`src/hdl/query_value_percent_encoder_assert.svh`:
```
// Assertion macros of the query value percent encoder RTL.
// No dependencies; included by qvpe_back, the only module that carries checks.
`ifndef QUERY_VALUE_PERCENT_ENCODER_ASSERT_SVH
`define QUERY_VALUE_PERCENT_ENCODER_ASSERT_SVH

// Same-cycle implication, checked outside reset.
`define QVPE_ASSERT_IMP(label, clk, rst_n, ante, cons) \
	label: assert property (@(posedge clk) disable iff (!(rst_n)) (ante) |-> (cons)) \
		else $error("qvpe same-cycle check failed");

// Next-cycle implication, checked outside reset.
`define QVPE_ASSERT_NXT(label, clk, rst_n, ante, cons) \
	label: assert property (@(posedge clk) disable iff (!(rst_n)) (ante) |=> (cons)) \
		else $error("qvpe next-cycle check failed");

`endif

```
`src/hdl/qvpe_pkg.sv`:
```
// Types, character constants and helper functions of the query value percent encoder.
// No dependencies; used by every module of the block.
package qvpe_pkg;

	localparam int unsigned QueueDepthDefault = 4;

	localparam logic [7:0] CharQuery = 8'h3F; // '?'
	localparam logic [7:0] CharAmp   = 8'h26; // '&'
	localparam logic [7:0] CharSemi  = 8'h3B; // ';'
	localparam logic [7:0] CharEq    = 8'h3D; // '='
	localparam logic [7:0] CharPct   = 8'h25; // '%'
	localparam logic [7:0] CharZero  = 8'h30; // '0'
	localparam logic [7:0] HexAlphaBase = 8'h57; // 'a' - 10

	typedef struct packed {
		logic [7:0] in_char;
		logic       string_end;
	} item_t;

	typedef struct packed {
		logic [7:0] out_char;
		logic       run_last;
		logic       string_last;
	} result_t;

	// Classified byte handed from front to back.
	typedef struct packed {
		logic [7:0] ch;
		logic       str_end;
		logic       escape;
	} cmd_t;

	function automatic logic is_clean(input logic [7:0] c);
		return c inside {[8'h30:8'h39], [8'h41:8'h5A], [8'h61:8'h7A],
			8'h2D, 8'h5F, 8'h2E, 8'h21, 8'h7E, 8'h2A, 8'h27, 8'h28, 8'h29};
	endfunction

	function automatic logic [7:0] hex_digit(input logic [3:0] nib);
		return (nib <= 4'd9) ? (CharZero + {4'b0, nib}) : (HexAlphaBase + {4'b0, nib});
	endfunction

endpackage

```
`src/hdl/query_value_percent_encoder.sv`:
```
// Top level of the query value percent encoder: front end, command queue, back end.
// Depends on qvpe_pkg, qvpe_front, qvpe_queue and qvpe_back.
//
// channel   handshake            payload
// item      push / full          qvpe_pkg::item_t   (in_char, string_end)
// result    pop / empty          qvpe_pkg::result_t (out_char, run_last, string_last)
//
// A plain or separator byte gives one output byte, an escaped byte three.
// Throughput is set by the back end's single output register: one result byte per cycle while results are popped.
// The front end takes a byte every cycle while the command queue (QueueDepth entries) has room.
// Reset clears the scan mode, queue pointers and count, beat counter and output valid; no clearing pass.
// A stalled result holds in the output register while the queue keeps absorbing input.
module query_value_percent_encoder #(
	parameter int unsigned QueueDepth = qvpe_pkg::QueueDepthDefault
) (
	input  logic              clk,
	input  logic              arst_n,
	input  logic              push,
	output logic              full,
	input  qvpe_pkg::item_t   item,
	input  logic              pop,
	output logic              empty,
	output qvpe_pkg::result_t result
);

	logic           cmd_wr;
	qvpe_pkg::cmd_t cmd_in;
	qvpe_pkg::cmd_t cmd_out;
	logic           cmd_valid;
	logic           cmd_pop;

	qvpe_front u_front (
		.clk        (clk),
		.arst_n     (arst_n),
		.push       (push),
		.item       (item),
		.queue_full (full),
		.cmd_wr     (cmd_wr),
		.cmd        (cmd_in)
	);

	qvpe_queue #(
		.Depth (QueueDepth)
	) u_queue (
		.clk       (clk),
		.arst_n    (arst_n),
		.wr        (cmd_wr),
		.wr_data   (cmd_in),
		.rd        (cmd_pop),
		.rd_data   (cmd_out),
		.full      (full),
		.not_empty (cmd_valid)
	);

	qvpe_back u_back (
		.clk       (clk),
		.arst_n    (arst_n),
		.cmd_valid (cmd_valid),
		.cmd       (cmd_out),
		.cmd_pop   (cmd_pop),
		.pop       (pop),
		.empty     (empty),
		.result    (result)
	);

endmodule

```
`src/hdl/qvpe_front.sv`:
```
// Front end: accepts bytes, tracks the URL scan mode and classifies each byte.
// Depends on qvpe_pkg.
module qvpe_front (
	input  logic             clk,
	input  logic             arst_n,
	input  logic             push,
	input  qvpe_pkg::item_t  item,
	input  logic             queue_full,
	output logic             cmd_wr,
	output qvpe_pkg::cmd_t   cmd
);

	typedef enum logic [1:0] {
		MODE_PRE   = 2'd0,
		MODE_KEY   = 2'd1,
		MODE_VALUE = 2'd2
	} mode_t;

	mode_t mode_q;
	mode_t mode_next;
	logic  is_sep;
	logic  escape;

	assign cmd_wr = push && !queue_full;
	assign is_sep = (item.in_char == qvpe_pkg::CharAmp) || (item.in_char == qvpe_pkg::CharSemi);

	always_comb begin
		mode_next = mode_q;
		escape    = 1'b0;
		case (mode_q)
			MODE_VALUE: begin
				if (is_sep) begin
					mode_next = MODE_KEY;
				end else begin
					escape = !qvpe_pkg::is_clean(item.in_char);
				end
			end
			MODE_KEY: begin
				if (item.in_char == qvpe_pkg::CharEq) begin
					mode_next = MODE_VALUE;
				end
			end
			default: begin
				if (item.in_char == qvpe_pkg::CharQuery) begin
					mode_next = MODE_KEY;
				end
			end
		endcase
		if (item.string_end) begin
			mode_next = MODE_PRE;
		end
	end

	assign cmd.ch      = item.in_char;
	assign cmd.str_end = item.string_end;
	assign cmd.escape  = escape;

	always_ff @(posedge clk or negedge arst_n) begin
		if (!arst_n) begin
			mode_q <= MODE_PRE;
		end else if (cmd_wr) begin
			mode_q <= mode_next;
		end
	end

endmodule

```
`src/hdl/qvpe_queue.sv`:
```
// Short command queue between the front and back ends.
// Depends on qvpe_pkg.
module qvpe_queue #(
	parameter int unsigned Depth = qvpe_pkg::QueueDepthDefault
) (
	input  logic           clk,
	input  logic           arst_n,
	input  logic           wr,
	input  qvpe_pkg::cmd_t wr_data,
	input  logic           rd,
	output qvpe_pkg::cmd_t rd_data,
	output logic           full,
	output logic           not_empty
);

	localparam int unsigned PtrW = (Depth > 1) ? $clog2(Depth) : 1;
	localparam int unsigned CntW = $clog2(Depth + 1);
	localparam logic [PtrW-1:0] LastPtr = PtrW'(Depth - 1);
	localparam logic [CntW-1:0] DepthCnt = CntW'(Depth);

	qvpe_pkg::cmd_t    mem_q [Depth];
	logic [PtrW-1:0]   wr_ptr_q;
	logic [PtrW-1:0]   rd_ptr_q;
	logic [CntW-1:0]   count_q;
	logic              do_wr;
	logic              do_rd;

	assign full      = (count_q == DepthCnt);
	assign not_empty = (count_q != '0);
	assign do_wr     = wr && !full;
	assign do_rd     = rd && not_empty;
	assign rd_data   = mem_q[rd_ptr_q];

	always_ff @(posedge clk) begin
		if (do_wr) begin
			mem_q[wr_ptr_q] <= wr_data;
		end
	end

	always_ff @(posedge clk or negedge arst_n) begin
		if (!arst_n) begin
			wr_ptr_q <= '0;
			rd_ptr_q <= '0;
			count_q  <= '0;
		end else begin
			if (do_wr) begin
				wr_ptr_q <= (wr_ptr_q == LastPtr) ? '0 : wr_ptr_q + 1'b1;
			end
			if (do_rd) begin
				rd_ptr_q <= (rd_ptr_q == LastPtr) ? '0 : rd_ptr_q + 1'b1;
			end
			if (do_wr && !do_rd) begin
				count_q <= count_q + 1'b1;
			end else if (do_rd && !do_wr) begin
				count_q <= count_q - 1'b1;
			end
		end
	end

endmodule

```
`src/hdl/qvpe_back.sv`:
```
// Back end: expands queued commands into one or three output bytes.
// Depends on qvpe_pkg and query_value_percent_encoder_assert.svh.
`include "query_value_percent_encoder_assert.svh"

module qvpe_back (
	input  logic              clk,
	input  logic              arst_n,
	input  logic              cmd_valid,
	input  qvpe_pkg::cmd_t    cmd,
	output logic              cmd_pop,
	input  logic              pop,
	output logic              empty,
	output qvpe_pkg::result_t result
);

	typedef enum logic [1:0] {
		BEAT_FIRST = 2'd0,
		BEAT_HIGH  = 2'd1,
		BEAT_LOW   = 2'd2
	} beat_t;

	beat_t              beat_q;
	logic               out_valid_q;
	qvpe_pkg::result_t  out_q;
	logic               advance;
	logic               load;
	logic               last_beat;
	logic [7:0]         byte_sel;

	assign advance = !out_valid_q || pop;
	assign load    = advance && cmd_valid;

	always_comb begin
		byte_sel  = cmd.ch;
		last_beat = 1'b1;
		if (cmd.escape) begin
			case (beat_q)
				BEAT_FIRST: begin
					byte_sel  = qvpe_pkg::CharPct;
					last_beat = 1'b0;
				end
				BEAT_HIGH: begin
					byte_sel  = qvpe_pkg::hex_digit(cmd.ch[7:4]);
					last_beat = 1'b0;
				end
				default: begin
					byte_sel  = qvpe_pkg::hex_digit(cmd.ch[3:0]);
					last_beat = 1'b1;
				end
			endcase
		end
	end

	assign cmd_pop = load && last_beat;
	assign empty   = !out_valid_q;
	assign result  = out_q;

	always_ff @(posedge clk) begin
		if (load) begin
			out_q.out_char    <= byte_sel;
			out_q.run_last    <= last_beat;
			out_q.string_last <= last_beat && cmd.str_end;
		end
	end

	always_ff @(posedge clk or negedge arst_n) begin
		if (!arst_n) begin
			beat_q      <= BEAT_FIRST;
			out_valid_q <= 1'b0;
		end else if (advance) begin
			out_valid_q <= cmd_valid;
			if (load) begin
				case (beat_q)
					BEAT_FIRST: beat_q <= last_beat ? BEAT_FIRST : BEAT_HIGH;
					BEAT_HIGH:  beat_q <= BEAT_LOW;
					default:    beat_q <= BEAT_FIRST;
				endcase
			end
		end
	end

	// a command stays queued until its last byte is loaded into the output register
	`QVPE_ASSERT_IMP(a_mid_escape_cmd_held, clk, arst_n, beat_q != BEAT_FIRST, cmd_valid && cmd.escape)
	// a non-final byte of an escape moves the beat counter on
	`QVPE_ASSERT_NXT(a_beat_advances, clk, arst_n, load && !last_beat, beat_q != BEAT_FIRST)
	// end-of-string marks only the final byte of a run
	`QVPE_ASSERT_IMP(a_string_last_on_run_last, clk, arst_n, !empty && result.string_last, result.run_last)

endmodule
```
`config.mk`:
```
export PLATFORM = sky130hd
export DESIGN_NAME = query_value_percent_encoder
export DESIGN_NICKNAME = d
export VERILOG_FILES = /design/src/hdl/qvpe_pkg.sv /design/src/hdl/query_value_percent_encoder.sv /design/src/hdl/qvpe_front.sv /design/src/hdl/qvpe_queue.sv /design/src/hdl/qvpe_back.sv
export VERILOG_INCLUDE_DIRS = /design/src /design/src/hdl
export SDC_FILE = /design/constraint.sdc
export NUM_CORES = 1
export LEC_CHECK = 0
export ABC_AREA = 1
export BUFFER_PORTS_ARGS = -buffer_cell sky130_fd_sc_hd__buf_2
export CAP_MARGIN = 20
export CORE_MARGIN = 2
export CORE_UTILIZATION = 40
export DETAILED_ROUTE_END_ITERATION = 7
export GPL_TIMING_DRIVEN = 0
export PLACE_DENSITY = 0.67
export SLEW_MARGIN = 20
export SYNTH_ARGS = -nofsm -noshare
export SYNTH_HDL_FRONTEND = slang
export SYNTH_SLANG_ARGS = --single-unit
```
`constraint.sdc`:
```
create_clock -name clk -period 3 [get_ports clk]
set_input_delay 0.75 -clock clk [delete_from_list [all_inputs] [get_ports clk]]
set_output_delay 0.75 -clock clk [all_outputs]
set_load 0.02 [all_outputs]
```
**Yosys cells after proc, flatten, opt, wreduce, memory -nomap -nowiden**

Memories as Yosys holds them, arrays and structs flattened.
Cells that the tools add are included.

- Register bits: 22
- RAM bits: 40
- Input bits: 13
- Output and inout bits: 12
- Word-level logic and storage cells: 94
- Memories: 1

- Add/sub/neg operators: 8
- Order comparisons: 8
- Eq/ne operators: 21
- Muxes and demuxes: 21
- Reductions and logical operators: 26

Memory list:

| memory | words | bits a word | read ports | clocked after Yosys merged registers in | write ports | line | RTL |
|---|---|---|---|---|---|---|---|
| u_queue.mem_q | 4 | 10 | 1 | 0 | 1 | qvpe_queue.sv:21 | `qvpe_pkg::cmd_t mem_q [Depth];` |

Operators by type and width:

| cell | count |
|---|---|
| $eq A8 B6 Y1 const B | 11 |
| $mux W8 | 3 |
| $add A7 B4 Y8 const A | 2 |
| $eq A8 B7 Y1 const B | 2 |
| $ge A8 B7 Y1 const B | 2 |
| $le A8 B7 Y1 const B | 2 |
| $pmux W8 S2 | 1 |
| $add A6 B4 Y7 const A | 2 |
| $mux W2 | 6 |
| $reduce_bool A12 Y1 | 1 |
| $logic_and A1 B1 Y1 | 11 |
| $ge A8 B6 Y1 const B | 1 |
| $le A4 B4 Y1 const B | 2 |
| $le A8 B6 Y1 const B | 1 |
| $pmux W2 S2 | 2 |
| $mux W1 | 7 |
| $eq A2 B2 Y1 const B | 3 |
| $mux W3 | 2 |
| $ne A3 B2 Y1 const B | 2 |
| $logic_not A1 Y1 | 5 |
| $add A2 B1 Y2 const B | 2 |
| $eq A2 B1 Y1 const B | 2 |
| $reduce_and A4 Y1 | 1 |
| $reduce_bool A4 Y1 | 1 |
| 9 further kinds | 10 |

**Longest topological paths before layout**

Gate-level depths: netlist of the first run.

- Word-level depth: 9
- Mapped depth: 16
- Mapped depth without buffers: 15

**Hierarchy**

A second synthesis of the first run with hierarchy kept.

- Cell total of the unflattened synthesis: 369
- Area total of the unflattened synthesis: 3413.3 µm²

By module, submodules not included:

| module | times used | cells an instance | area each (µm²) |
|---|---|---|---|
| qvpe_queue | 1 | 176 | 2092.0 |
| qvpe_back | 1 | 90 | 793.3 |
| qvpe_front | 1 | 103 | 528.0 |

**Worst setup path before layout of the first run**

No wires, ideal clock.

- Path kind: input port to flip-flop
- Start: in pop
- End: reg u_queue.count_q[1]
- Library setup time: 0.123 ns
- Data arrival time: 2.309 ns
- Setup slack: 0.568 ns
- Cell stages on the path: 8
- Path buffers: 0
- Path through: nor2_1 a31oi_2 nand2_4 ha_1 inv_1 fa_1 nor2_1 a21oi_1

- Longest elaborated chain between the ends: 7
- Elaborated cells on any way between the ends: 9

RTL lines:

| item | line | RTL |
|---|---|---|
| start, declared | query_value_percent_encoder.sv:21 | `input logic pop,` |
| $logic_or A1 B1 Y1 (*) | qvpe_back.sv:30 | `assign advance = !out_valid_q \|\| pop;` |
| $logic_and A1 B1 Y1 (*) | qvpe_back.sv:31 | `assign load = advance && cmd_valid;` |
| $logic_and A1 B1 Y1 (*) | qvpe_back.sv:54 | `assign cmd_pop = load && last_beat;` |
| $logic_and A1 B1 Y1 (*) | qvpe_queue.sv:31 | `assign do_rd = rd && not_empty;` |
| $logic_not A1 Y1 | qvpe_queue.sv:52 | `if (do_wr && !do_rd) begin` |
| $logic_and A1 B1 Y1 | qvpe_queue.sv:52 |  |
| $mux W3 / $reduce_bool A2 Y1 (equally long branches) | -- |  |
| end signal, assigned | qvpe_queue.sv:53 | `count_q <= count_q + 1'b1;` |
| end signal, assigned | qvpe_queue.sv:55 | `count_q <= count_q - 1'b1;` |
| end, declared | qvpe_queue.sv:24 | `logic [CntW-1:0] count_q;` |

Mark *: on every way between the ends. The rest lies on a longest branch, timed or not.
A chain may end at the register's enable or synchronous reset.

**Worst setup path after layout of the first run**

- Start: reg u_queue.rd_ptr_q[0]
- End: reg u_queue.count_q[2]

- Longest elaborated chain between the ends: 7
- Elaborated cells on any way between the ends: 9

RTL lines:

| item | line | RTL |
|---|---|---|
| start, declared | qvpe_queue.sv:23 | `logic [PtrW-1:0] rd_ptr_q;` |
| start signal, assigned | qvpe_queue.sv:50 | `rd_ptr_q <= (rd_ptr_q == LastPtr) ? '0 : rd_ptr_q + 1'b1;` |
| $mem_v2 Z4 W10 (*) | -- |  |
| $mux W1 (*) | qvpe_back.sv:36 | `if (cmd.escape) begin` |
| net u_back.last_beat | qvpe_back.sv:27 | `logic last_beat;` |
| $logic_and A1 B1 Y1 (*) | qvpe_back.sv:54 |  |
| $logic_and A1 B1 Y1 (*) | qvpe_queue.sv:31 |  |
| $logic_not A1 Y1 | qvpe_queue.sv:52 |  |
| $logic_and A1 B1 Y1 | qvpe_queue.sv:52 |  |
| $mux W3 / $reduce_bool A2 Y1 (equally long branches) | -- |  |

The timed path passes the listed nets; every way through them passes the cells marked *.

==> results_dict.tcl, run 1 <==
set metrics [dict create \
    ant_nets 0 \
    syn_inst 331 \
    setup_tns_ns 0 \
    seq_area_frac_synth_pct 56.89 \
    r2r_slack_ns 0.59 \
    synth_simple_gate_area_share_pct 26.12 \
    holdBufCountCts 0 \
    yosys.area_share.adder_pct 4.583 \
    crit_slowest_cell "dfrtp_1" \
    io_pins 25 \
    p_int_mw 2.173 \
    htree_num_levels 3 \
    wl_mm 5.934 \
    die-area_sq_um 8644 \
    grt_pass1_wl_mm 9.846 \
    status "complete, no violations" \
    r2r_end "u_queue.count_q[2]" \
    rsz0062_at_grt "no" \
    dpl_cell_area_sq_um 3415 \
    endpoint_kind "flop" \
    yosys.area_share.xor_xnor_pct 0.5531 \
    port_buffers 24 \
    num_vias 2241 \
    worstRegToRegCells 14 \
    area_growth_pct 12.96 \
    maxCapViolations 0 \
    drc_errors 0 \
    worstReg2RegStart "u_queue.rd_ptr_q[0]" \
    fin_area_sq_um 3577 \
    drive_above_1_share_pct 18.87 \
    leakagePower_nw 1.579 \
    min_path_type "input port to asynchronous set/reset pin" \
    cp-start-kind "flop" \
    grt_max_degree 15 \
    path_delay_family "adder cells" \
    postSynthAreaPerCell_sq_um 9.567 \
    post_cts_buffers 0 \
    relSlewSlack_pct 33.72 \
    hold_ws_ns 0.2854 \
    sw_frac_of_total_pct 42.18 \
    fp.dieW_microns 92.98 \
    grt.overflow.total 0 \
    synthMuxAreaShare_pct 0 \
    critPathBufInv 4 \
    multi_input_area_sq_um 1157 \
    gp_congestion 0.8468 \
    core_area_sq_um 7687 \
    final_max_slew_viol_count 0 \
    numCtsBuffers 9 \
    cp.arrival_ns 2.62 \
    ys_top_cells_by_area "edfxtp_1 47%, nand2_1 10%, dfrtp_1 9.5%" \
    crit_chain "inv_2 > buf_6 > nand2_1 > nand3_2 > nand2_4 > nor2_8 > inv_4 > nand2_4 > ha_1 > inv_1 > fa_1 > a21oi_1 > o21ai_0 > xor2_1" \
    cts_root_buf "clkbuf_8" \
    finalSetupViolations 0 \
    clockBufferDepth 2 \
    irDropWorstVdd_uv 343.0 \
    clk_pin_slew_ns 0.07 \
    synth_seq_cells 62 \
    clockPowerShare_pct 16.3 \
    clk_latency_ns 0.34 \
    via_per_inst 4.738 \
    synth_edf_count 50 \
    cts_num_sinks 62 \
    synth_top_area_share_pct 47.41 \
    synth_top_family_by_area "simple AND/OR/NAND/NOR gates" \
    cp_max_fo 10 \
    max_stage_delay_ns 0.45 \
    fin_nets 390 \
    hold_violations 0 \
    cts_tree "yes" \
    wl_per_cell_microns 12.55 \
    max_freq_ghz 0.4151 \
    cpMostUsedCell "nand2_4" \
    dr.pass1.iters 4 \
    fillCellCount 760 \
    synth_flop_cell "edfxtp_1" \
    ys_warn_count 0 \
    initial_core_util_pct 41.19 \
    die_h_microns 92.98 \
    p_sw_mw 1.585 \
    n_antenna_cell 0 \
    grt.total_usage_pct 15.05 \
    total_power_mw 3.759 \
    hpwl_mm 4.231 \
    critPathRequiredTime_ns 3.21 \
    rows 32 \
    grt_antenna_before_repair 0 \
    async_reset_ff_share_pct 19.35 \
    synth_fp_nets 355 \
    finalCritPeriodShare_pct 80.30 \
    ys_types 34 \
    synth_compound_area_share_pct 5.294 \
    drt_iter0_drc 90 \
    p_per_area_nw_per_um2 1051 \
    fin_skew_ns 0.01003 \
    path_class "flop to flop" \
    synth_top_area_cell "edfxtp_1" \
    p_comb_share_pct 47.4 \
    power.share.sequential_pct 36.3 \
    min_period_ns 2.409 \
    grt_pass1_vias 2149 \
    seqCellArea_sq_um 1802 \
    synthesis.area_sq_um 3167 \
    worstMarginPinSlew_ns 0.9905 \
    cts_resized 0 \
]
-- per-stage QoR --
stage                     worst slack [ns]  utilization, %  instances
after floorplan                     0.5675               -        331
after global placement              0.2913           44.42        457
after detailed placement            0.2838           44.42        457
after CTS                           0.5759           46.53        473
after global routing                0.4136           46.53        473
final                               0.5910           46.53        473
-- worst register-to-register path, delay by kind of cell, from the launching register on --
kind	cells	cell delay, ns
AND/OR/NAND/NOR	5	0.50
flip-flops	1	0.45
XOR/XNOR	1	0.15
adder cells (fa/ha/maj)	2	0.54
buffers and inverters	4	0.38
AO/OA/AOI/OAI	2	0.26
-- synthesized netlist by cell type (2+ instances only) --
cell and instances:
o21ai_0 14, dfrtp_1 12, buf_2 2, or2_2 2, o21ai_1 3, nand4_1 5
inv_2 4, buf_6 2, nand3_2 3, nor2_2 4, nand2_2 7, buf_4 2
ha_1 10, nor2_1 27, nand2_4 2, nand3_1 33, inv_1 37, a21oi_2 3
edfxtp_1 50, a21oi_1 3, nand2_1 87, nor3_1 7
-- placed cells by master, fill, tap and decap left out, drive strengths merged --
| master | count |
|---|---|
| a21oi | 6 |
| a22oi | 1 |
| a31oi | 1 |
| buf | 30 |
| clkbuf | 14 |
| clkinv | 2 |
| dfrtp | 12 |
| edfxtp | 50 |
| fa | 1 |
| ha | 10 |
| inv | 42 |
| nand2 | 96 |
| nand3 | 36 |
| nand3b | 1 |
| nand4 | 5 |
| nor2 | 32 |
| nor3 | 7 |
| nor4 | 1 |
| o211ai | 1 |
| o21ai | 17 |
| o21bai | 1 |
| o22ai | 1 |
| or2 | 2 |
| xnor2 | 1 |
| xor2 | 1 |
-- flip-flops by register name (all words and copies together) (netlist names) --
signal,cells
u_back.result,10
u_queue.wr_ptr_q,2
u_queue.count_q,3
u_queue.mem_q,40
u_front.mode_q,2
u_back.beat_q,2
u_queue.rd_ptr_q,2
u_back.out_valid_q,1
-- power by group through the flow --
stage / clock, mW / combinational, mW / sequential, mW
floorplan: 0 / 1.28 / 1.46
global placement: 0 / 1.74 / 1.37
detailed placement: 0 / 1.78 / 1.38
CTS: 0.630 / 1.79 / 1.36
global route: 0.671 / 2.02 / 1.39
finish: 0.614 / 1.78 / 1.36
-- cell type report --
class	instances	area share, %
sequential	62	50.37
buffer	6	1.329
tap	102	3.568
clock buffer	14	4.267
multi-input combinational	221	32.35
inverter	42	4.477
clock inverter	2	0.2798
timing repair buffer	24	3.358
-- cells by family after synthesis --
group,Yosys count
XOR/XNOR,2
buffers and inverters,48
AO/OA/AOI/OAI,28
AND/OR/NAND/NOR,180
flip-flops,62
adder cells (fa/ha/maj),11
-- worst max path at each step --
stage                   startpoint                 end  slack (ns)  cells after the start
2_1_floorplan                  pop  u_queue.count_q[1]        0.57                      8
5_1_grt        u_queue.rd_ptr_q[0]  u_queue.count_q[2]        0.41                     14
3_3_place_gp                   pop  u_queue.count_q[1]        0.29                      9
3_5_place_dp                   pop  u_queue.count_q[1]        0.28                      9
6_report       u_queue.rd_ptr_q[0]  u_queue.count_q[2]        0.59                     14
4_1_cts        u_queue.rd_ptr_q[0]  u_queue.count_q[2]        0.58                     14
-- routing by layer --
| metal | vias to the layer above | share of wire, % | GRT usage (%) |
|---|---|---|---|
| li1 | 1165 | - | - |
| met1 | 1008 | 45 | 18.61 |
| met2 | 50 | 48 | 24.21 |
| met3 | 18 | 4.0 | 4.754 |
| met4 | 0 | 2.7 | 6.740 |
| met5 | - | 0 | 0 |
Note: power is estimated with default switching activity, not from simulation.
==> inputs of run 2 (changes only) <==
- PLACE_DENSITY: 0.67 -> 0.69
- clock period: 3 -> 2.21 ns (I/O delays scaled with it)
==> run 2 against run 1 <==
  * Sequential cell count unchanged
  * Sequential power up 36%
  * Maximum frequency up 14%
  * Die area unchanged
  * Clock power up 39%
  * Routed wire length up 4.9%
  * Cell count up 3.8%
  * Combinational power up 67%
  * Clock skew down 0.0014 ns
  * Non-clock buffer count up 18
  * Largest cell class unchanged
==> results_dict.tcl, run 2 (same netlist as run 1, synthesis figures left out) <==
set metrics [dict create \
    relSlewSlack_pct 32.13 \
    routed.top_layer "met4" \
    irDropWorstVdd_uv 512.1 \
    final_util_pct 49.56 \
    leakagePower_nw 1.684 \
    grt_antenna_before_repair 0 \
    wl_mm 6.227 \
    grt.total_usage_pct 15.37 \
    clk_latency_ns 0.34 \
    fp.dieW_microns 92.98 \
    io_pins 25 \
    wl_met1_mm 2.735 \
    holdBufCountCts 0 \
    setup_tns_ns 0 \
    htree_num_levels 3 \
    cts_tree "yes" \
    grt_pass1_wl_mm 10.21 \
    via_per_inst 4.807 \
    worstMarginPinSlew_ns 1.014 \
    min_path_type "input port to asynchronous set/reset pin" \
    die_h_microns 92.98 \
    ant_nets 0 \
    dpl_cell_area_sq_um 3423 \
    cp_max_fo 7 \
    n_antenna_cell 0 \
    initial_core_util_pct 41.19 \
    die-area_sq_um 8644 \
    core_area_sq_um 7687 \
    status "complete, no violations" \
    wl_met2_mm 3.057 \
    dr.pass1.iters 4 \
    hold_violations 0 \
    route.met3.wl_microns 304 \
    wl_per_cell_microns 12.68 \
    cp-start-kind "flop" \
    gp_congestion 0.7901 \
    layout_commonest_cell "nand2_1" \
    hpwl_mm 4.154 \
    largest_reg_flops 40 \
    grt_pass1_vias 2205 \
    max_freq_ghz 0.4713 \
    fin_skew_ns 0.008596 \
    path_class "flop to flop" \
    rsz0062_at_grt "yes" \
    stdcell_count 491 \
    finalSetupViolations 0 \
    clk_pin_slew_ns 0.07 \
    fin_nets 408 \
    cts_num_sinks 62 \
    drive_above_1_share_pct 25.96 \
    area_growth_pct 20.31 \
    maxCapViolations 0 \
    finalCritPeriodShare_pct 96.01 \
    critPathRequiredTime_ns 2.44 \
    numCtsBuffers 9 \
    min_period_ns 2.122 \
    drc_errors 0 \
    dp_cells 457 \
    regMostFlops "u_queue.mem_q" \
    r2r_slack_ns 0.09 \
    endpoint_kind "flop" \
    final_max_slew_viol_count 0 \
    fin_area_sq_um 3810 \
    cp.arrival_ns 2.35 \
    cts_root_buf "clkbuf_8" \
    grt.overflow.total 0 \
    drt_iter0_drc 121 \
    final_cell_mix "82 x nand2_1, 50 x edfxtp_1, 36 x inv_1" \
    clockBufferDepth 2 \
    port_buffers 24 \
    rows 32 \
    num_vias 2360 \
    p_per_area_nw_per_um2 1491 \
    total_power_mw 5.680 \
    grt_max_degree 15 \
]
-- run 2: cell types whose count changed in the layout (fill, tap and decap cells not counted), moves of 3 or more --
cell | previous run | this run
buf_4 | 2 | 17
nand2_1 | 87 | 82
buf_6 | 2 | 5
nand2_2 | 7 | 10
-- run 2: layout make-up --
| class | instances | area (sq um) |
|---|---|---|
| well taps | 102 | 127.6 |
| repair buffers | 42 | 262.8 |
| plain buffers | 6 | 63.81 |
| flip-flops and latches | 62 | 1803 |
| multi-input cells | 221 | 1230 |
| inverters | 42 | 160.2 |
| clock buffers | 14 | 152.6 |
| clock inverters | 2 | 10.01 |
| fillers | 710 | 3877 |
-- run 2: per-stage QoR --
stage	hold WS, ns	setup slack [ns]
after global placement	0.4500	-0.09879
after detailed placement	0.4516	-0.1306
after global routing	0.09739	-0.04927
after CTS	0.08145	-0.004351
after floorplan	0.2569	0.06997
final	0.08538	0.08820
-- run 2: final timing paths --
kind | startpoint | endpoint | depth (start not counted)
worst max-delay path | u_queue.rd_ptr_q[0] | u_queue.count_q[2] | 14
worst min-delay path | arst_n | u_back.out_valid_q | 1
worst max register to register | u_queue.rd_ptr_q[0] | u_queue.count_q[2] | 14
worst min register to register | u_front.mode_q[1] | u_front.mode_q[1] | 2
max in group asynchronous | arst_n | u_queue.rd_ptr_q[0] | 1
min in group clk | pop | u_back.out_valid_q | 2
-- run 2: report_power, final --
group	switching (mW)	internal [mW]
Clock	0.417	0.436
Combinational	1.79	1.18
Sequential	0.143	1.71
-- run 2: per-layer routing --
layer,up-vias,GRT usage (%)
met2,57,25.85
met5,-,0
met3,13,3.062
li1,1211,-
met4,0,7.966
met1,1079,18.76
-- run 2: repair_timing --
action,4_1_cts,5_1_grt
gates resized for setup,6,22
setup buffers,9,9
pin swaps,6,10
setup endpoints to repair,3,8
-- run 2: critical path: stages (launching register included) --
cell	delay, ns
dfrtp_2	0.44
inv_2	0.10
buf_6	0.10
nand2_1	0.05
nand3_2	0.09
nand2_4	0.08
nor2_8	0.10
inv_4	0.06
nand2_4	0.09
ha_4	0.13
inv_2	0.05
fa_2	0.36
a21oi_2	0.13
o21ai_1	0.08
xor2_1	0.14
